<file path="config.mk">
export PLATFORM = sky130hd
export DESIGN_NAME = sequence_gap_tracker_core
export DESIGN_NICKNAME = d
export VERILOG_FILES = /design/src/rtl/sgt_pkg.sv /design/src/rtl/sgt_table.sv /design/src/rtl/sequence_gap_tracker_core.sv
export SDC_FILE = /design/constraint.sdc
export NUM_CORES = 2
export LEC_CHECK = 0
export ABC_AREA = 1
export CORE_AREA = 5 5 351 353
export DETAILED_ROUTE_END_ITERATION = 8
export DIE_AREA = 0 0 356 358
export DONT_BUFFER_PORTS = 1
export PLACE_DENSITY = 0.8
export SLEW_MARGIN = 10
export SYNTH_ARGS = -nofsm -noshare
export SYNTH_HDL_FRONTEND = slang
export SYNTH_SLANG_ARGS = --single-unit
</file>
<file path="constraint.sdc">
create_clock -name clk -period 6.59 [get_ports clk]
set_input_delay 1.318 -clock clk [delete_from_list [all_inputs] [get_ports clk]]
set_output_delay 1.318 -clock clk [all_outputs]
set_load 0.02 [all_outputs]
</file>
<file path="src/rtl/sgt_pkg.sv">
`timescale 1ns / 1ps
// ----------------------------------------------------------------------------
// sgt_pkg
// Shared widths, defaults and types for the sequence gap tracker.
// ----------------------------------------------------------------------------
package sgt_pkg;

    // Field widths
    localparam int SRC_W = 32;
    localparam int SEQ_W = 64;

    // Default table depth
    localparam int SOURCES_DEFAULT = 16;

    // Table write controls for one packet
    typedef struct packed {
        logic raise;   // hit entry takes a new highest sequence
        logic insert;  // lowest free entry takes the source and sequence
    } sgt_wr_t;

    // Table lookup status
    typedef struct packed {
        logic hit;       // source present in the table
        logic has_free;  // at least one entry is unused
    } sgt_look_t;

endpackage

</file>
<file path="src/rtl/sgt_table.sv">
`timescale 1ns / 1ps
// ----------------------------------------------------------------------------
// sgt_table
// Source table: parallel key compare across all entries, lowest-free-entry
// search, highest-sequence readout for the hit entry, and entry update.
// ----------------------------------------------------------------------------
module sgt_table
    import sgt_pkg::*;
#(
    parameter int SOURCES = SOURCES_DEFAULT
)
(
    input  logic             clk,
    input  logic             rst_n,
    input  logic [SRC_W-1:0] stream_id,
    input  logic [SEQ_W-1:0] sequence_req,
    input  sgt_wr_t          wr,
    output sgt_look_t        look,
    output logic [SEQ_W-1:0] hit_highest
);

    logic [SOURCES-1:0] entry_valid_reg;
    logic [SOURCES-1:0] entry_valid_next;
    logic [SRC_W-1:0]   entry_source_reg  [SOURCES];
    logic [SEQ_W-1:0]   entry_highest_reg [SOURCES];

    logic [SOURCES-1:0] match;
    logic [SOURCES-1:0] hit_oh;
    logic [SOURCES-1:0] free_vec;
    logic [SOURCES-1:0] free_oh;
    logic [SEQ_W-1:0]   highest_mux;

    // Key compare per entry
    always_comb
    begin
        for (int i = 0; i < SOURCES; i++)
        begin
            match[i] = entry_valid_reg[i] && (entry_source_reg[i] == stream_id);
        end
    end

    // Lowest set bit of the match and free vectors
    assign free_vec = ~entry_valid_reg;
    assign hit_oh   = match & (~match + SOURCES'(1));
    assign free_oh  = free_vec & (~free_vec + SOURCES'(1));

    // Highest value of the hit entry
    always_comb
    begin
        highest_mux = '0;
        for (int i = 0; i < SOURCES; i++)
        begin
            if (hit_oh[i])
            begin
                highest_mux = highest_mux | entry_highest_reg[i];
            end
        end
    end

    assign look.hit      = |match;
    assign look.has_free = |free_vec;
    assign hit_highest   = highest_mux;

    // Valid marks
    always_comb
    begin
        entry_valid_next = entry_valid_reg;
        if (wr.insert)
        begin
            entry_valid_next = entry_valid_reg | free_oh;
        end
    end

    always_ff @(posedge clk or negedge rst_n)
    begin
        if (!rst_n)
        begin
            entry_valid_reg <= '0;
        end
        else
        begin
            entry_valid_reg <= entry_valid_next;
        end
    end

    // Entry payload, no reset
    always_ff @(posedge clk)
    begin
        for (int i = 0; i < SOURCES; i++)
        begin
            if (wr.insert && free_oh[i])
            begin
                entry_source_reg[i]  <= stream_id;
                entry_highest_reg[i] <= sequence_req;
            end
            else if (wr.raise && hit_oh[i])
            begin
                entry_highest_reg[i] <= sequence_req;
            end
        end
    end

endmodule

</file>
<file path="src/rtl/sequence_gap_tracker_core.sv">
`timescale 1ns / 1ps
// Path: input register, then result register. Throughput: one packet per
// cycle unless m_axis_tready stalls the result register; table lookup,
// compare and 64-bit subtract sit in one stage between the input and
// result registers.
// Reset: rst_n clears all valid marks and both pipeline valids at once.
// ----------------------------------------------------------------------------
// sequence_gap_tracker_core
// Per-source sequence loss detection: reports skipped sequence numbers,
// new sources, stale packets and table overflow, one result per packet.
// ----------------------------------------------------------------------------
module sequence_gap_tracker_core
    import sgt_pkg::*;
#(
    parameter int SOURCES = SOURCES_DEFAULT
)
(
    input  logic                   clk,
    input  logic                   rst_n,
    input  logic                   s_axis_tvalid,
    output logic                   s_axis_tready,
    input  logic [SRC_W+SEQ_W-1:0] s_axis_tdata,   // stream_id, sequence_req
    output logic                   m_axis_tvalid,
    input  logic                   m_axis_tready,
    output logic [SEQ_W-1:0]       m_axis_tdata,   // gap
    output logic [2:0]             m_axis_tuser    // new_source, stale, table_full
);

    logic             in_valid_reg;
    logic [SRC_W-1:0] in_src_reg;
    logic [SEQ_W-1:0] in_seq_reg;
    logic             out_valid_reg;
    logic [SEQ_W-1:0] out_gap_reg;
    logic [2:0]       out_flags_reg;

    logic             advance;
    sgt_wr_t          wr;
    sgt_look_t        look;
    logic [SEQ_W-1:0] hit_highest;
    logic             stale;
    logic             new_src;
    logic             full;
    logic [SEQ_W-1:0] gap;

    // Handshake: stage moves when the result slot is free or being taken
    assign advance       = in_valid_reg && (!out_valid_reg || m_axis_tready);
    assign s_axis_tready = !in_valid_reg || advance;

    // Input register
    always_ff @(posedge clk or negedge rst_n)
    begin
        if (!rst_n)
        begin
            in_valid_reg <= 1'b0;
        end
        else if (s_axis_tready)
        begin
            in_valid_reg <= s_axis_tvalid;
        end
    end

    always_ff @(posedge clk)
    begin
        if (s_axis_tvalid && s_axis_tready)
        begin
            in_src_reg <= s_axis_tdata[SRC_W-1:0];
            in_seq_reg <= s_axis_tdata[SRC_W+SEQ_W-1:SRC_W];
        end
    end

    sgt_table #(
        .SOURCES (SOURCES)
    ) u_table (
        .clk          (clk),
        .rst_n        (rst_n),
        .stream_id    (in_src_reg),
        .sequence_req (in_seq_reg),
        .wr           (wr),
        .look         (look),
        .hit_highest  (hit_highest)
    );

    // Classify the packet and compute the gap
    always_comb
    begin
        stale     = look.hit && (in_seq_reg <= hit_highest);
        new_src   = !look.hit && look.has_free;
        full      = !look.hit && !look.has_free;
        wr.raise  = advance && look.hit && !stale;
        wr.insert = advance && new_src;
        gap       = '0;
        if (look.hit && !stale)
        begin
            gap = in_seq_reg - hit_highest - {{(SEQ_W-1){1'b0}}, 1'b1};
        end
    end

    // Result register
    always_ff @(posedge clk or negedge rst_n)
    begin
        if (!rst_n)
        begin
            out_valid_reg <= 1'b0;
        end
        else if (!out_valid_reg || m_axis_tready)
        begin
            out_valid_reg <= in_valid_reg;
        end
    end

    always_ff @(posedge clk)
    begin
        if (advance)
        begin
            out_gap_reg   <= gap;
            out_flags_reg <= {full, stale, new_src};
        end
    end

    assign m_axis_tvalid = out_valid_reg;
    assign m_axis_tdata  = out_gap_reg;
    assign m_axis_tuser  = out_flags_reg;

endmodule

</file>
==> results.toml <==
[floorplan]
fp.dieH_um = 358
die_area_mm2 = 0.127
num_rows = 127
die_w_um = 356
design.portCount = 169
initial_core_util = 0.636
core_mm2 = 0.119

[status]
status = "finished clean"

[synth]
yosys_warnings = 0
yosysTopAreaCellShare = 0.671
syn_inst = 6950
ys_seq_area_frac = 0.677
postSynth.asyncResetShare = 0.0105
avgSynthCellArea_um2 = 10.9
synth_area_leaders = "edfxtp_1 67%, nand2_1 8.3%, nand4_1 3.9%"
ys_ff_latch = 1717
synth_nets = 7116
netlist_area_mm2 = 0.0760
ys_types = 55
synth-edff-count = 1699
synth_largest_area_cell = "edfxtp_1"
synth-main-ff-cell = "edfxtp_1"

[routing]
wl_per_cell_um = 27.1
ant_nets = 0
routed_wl_um = 241000
first_pass_iters = 7
vias_per_cell = 6.30
first_iter_violations = 9730
post-route-drc-count = 0
routed-via-count = 56153

[pwr]
power.density_mw_per_mm2 = 269
power_mw = 23.1
peakVddDrop_uv = 294
leakagePower_nw = 33.1

[grt]
overflow = 0
antenna_found_initial = 13
grt_usage = 0.373
grt_max_degree = 116
grt_pass1_wl_um = 346000
grt_pass1_vias = 52749

[clock_tree]
clockRootBuffer = "clkbuf_16"
cts_tree = "done"
clk_pin_slew_ns = 0.06
clock_sinks = 1717
worstSkewPairLatency_ns = 0.82
ctsLongestPathBuffers = 3
htree_levels = 4
numCtsBuffers = 171

[final_layout]
final_core_util = 0.719
final_common_cell = "edfxtp_1"
final_cell_mix = "1699 x edfxtp_1, 1667 x nand2_1, 757 x nor2_1"
largest_reg_flops = 1024
drive_gt1_frac = 0.110
num-nets-final = 7318
fin_area_mm2 = 0.0859
area_delta_synth_final_pct = 13.0

[worst_setup_path]
r2r_slack_ns = 0.16
r2r_cells = 32
cp.arrival_ns = 6.91
required_ns = 7.07
crit_type = "reg2reg"
cp_slowest_cell = "ha_1"
start_kind = "flip-flop"
r2r_start = "in_src_reg[7]$_DFFE_PP_"
worstPathMaxFanout = 33
max_stage_delay_ns = 0.47
timing.rr.end = "u_table.entry_highest_reg[1][315]$_DFFE_PP_"
cp-end-kind = "flip-flop"

[placement]
gp_congestion = 1.05
dp_hpwl_um = 156000
placed_area_mm2 = 0.0797
port_buffers = 0
dp_slack_ns = -0.150

[timing]
setup_viol = 0
timing.setup.tns_ns = 0
slew_headroom = 0.343
skew_ns = 0.0370
fmax_mhz = 156
setup_ws_ns = 0.163
slew_viol_final = 0
max_slew.worst_pin.slew_ns = 0.976
hold_viol_final = 0
finalCritPeriodShare = 0.975
fin_crit_ns = 6.43

[flow_run]
max-cap-violations = 0

[worst_hold_path]
hold_path_class = "in2async"
power breakdown:
| group | internal [mW] | switching, mW |
|---|---|---|
| Sequential | 12.1 | 0.233 |
| Clock | 5.36 | 4.19 |
| Combinational | 0.332 | 0.869 |
metal layers:
layer | track usage | vias up | routed length [µm]
met1 | 0.536 | 26805 | 90600
met2 | 0.554 | 4482 | 106000
li1 | - | 24271 | -
met4 | 0.135 | 8 | 9940
met5 | 0 | - | 49
met3 | 0.103 | 587 | 35300
worst max-delay path: cells and delay by family (launching register included):
family | cells | cell delay, ns
AND/OR/NAND/NOR | 20 | 3.21
adder cells (fa/ha/maj) | 1 | 0.47
flip-flops | 1 | 0.46
buffers and inverters | 9 | 1.50
AO/OA/AOI/OAI | 2 | 0.33
cells in the mapped netlist (all sizes together), types with 16 or more instances:
| master | instances |
|---|---|
| nor3 | 41 |
| clkbuf | 85 |
| xor2 | 50 |
| a21o | 18 |
| o21ai | 176 |
| o22ai | 32 |
| ha | 65 |
| a31oi | 31 |
| dfrtp | 18 |
| edfxtp | 1699 |
| inv | 704 |
| nand3 | 435 |
| or2 | 34 |
| nor2 | 836 |
| xnor2 | 119 |
| nand3b | 16 |
| buf | 223 |
| a21oi | 111 |
| nand4 | 472 |
| clkinv | 35 |
| nand2 | 1687 |
cell families (layout without fill, tap and decap cells):
group	after synthesis	count (layout)	share of synthesized area
buffers and inverters	1047	1388	0.0577
DFF	1717	1717	0.677
AOI/OAI and AO/OA	415	415	0.0308
and+or+nand+nor	3536	3537	0.204
other	0	4	0
xor gates and xnor gates	169	169	0.0195
adders and majority gates	66	66	0.0110
stage by stage:
step | cells | hold WS, ns
after global routing | 8905 | 0.172
after global placement | 8541 | 0.481
after CTS | 8859 | 0.158
final | 8908 | 0.203
after detailed placement | 8541 | 0.512
after floorplan | 6950 | 0.447
how the worst max path moves through the flow:
stage | start | endpoint | slack, ns | depth (start not counted)
after floorplan | in_src_reg[17]$_DFFE_PP_ | u_table.entry_highest_reg[0][256]$_DFFE_PP_ | 0.63 | 33
after CTS | in_src_reg[29]$_DFFE_PP_ | u_table.entry_highest_reg[0][238]$_DFFE_PP_ | 0.008 | 32
after global placement | in_src_reg[16]$_DFFE_PP_ | u_table.entry_highest_reg[0][114]$_DFFE_PP_ | -0.11 | 33
after global routing | in_src_reg[18]$_DFFE_PP_ | u_table.entry_highest_reg[0][293]$_DFFE_PP_ | -0.02 | 35
final | in_src_reg[7]$_DFFE_PP_ | u_table.entry_highest_reg[1][315]$_DFFE_PP_ | 0.16 | 32
after detailed placement | in_src_reg[16]$_DFFE_PP_ | u_table.entry_highest_reg[0][118]$_DFFE_PP_ | -0.15 | 33
what timing repair did:
| action | in CTS | in global routing |
|---|---|---|
| resized for setup | 7 | 57 |
| pin swaps | 2 | 9 |
| hold buffers | 0 | 0 |
| cloned | 1 | 1 |
| setup buffers | 4 | 44 |
| setup endpoints to repair | 858 | 1087 |
area by class of cell:
type                            instances  area [µm²]
Antenna cell                            4        10.0
Clock buffer                          217        4530
Clock inverter                         96         903
Fill cell                            8063       33600
Inverter                              739        2820
Multi-Input combinational cell       4187       20500
Sequential cell                      1717       51500
Tap cell                             1612        2020
Timing Repair Buffer                  336        3620
(Power assumes the default switching activity.)
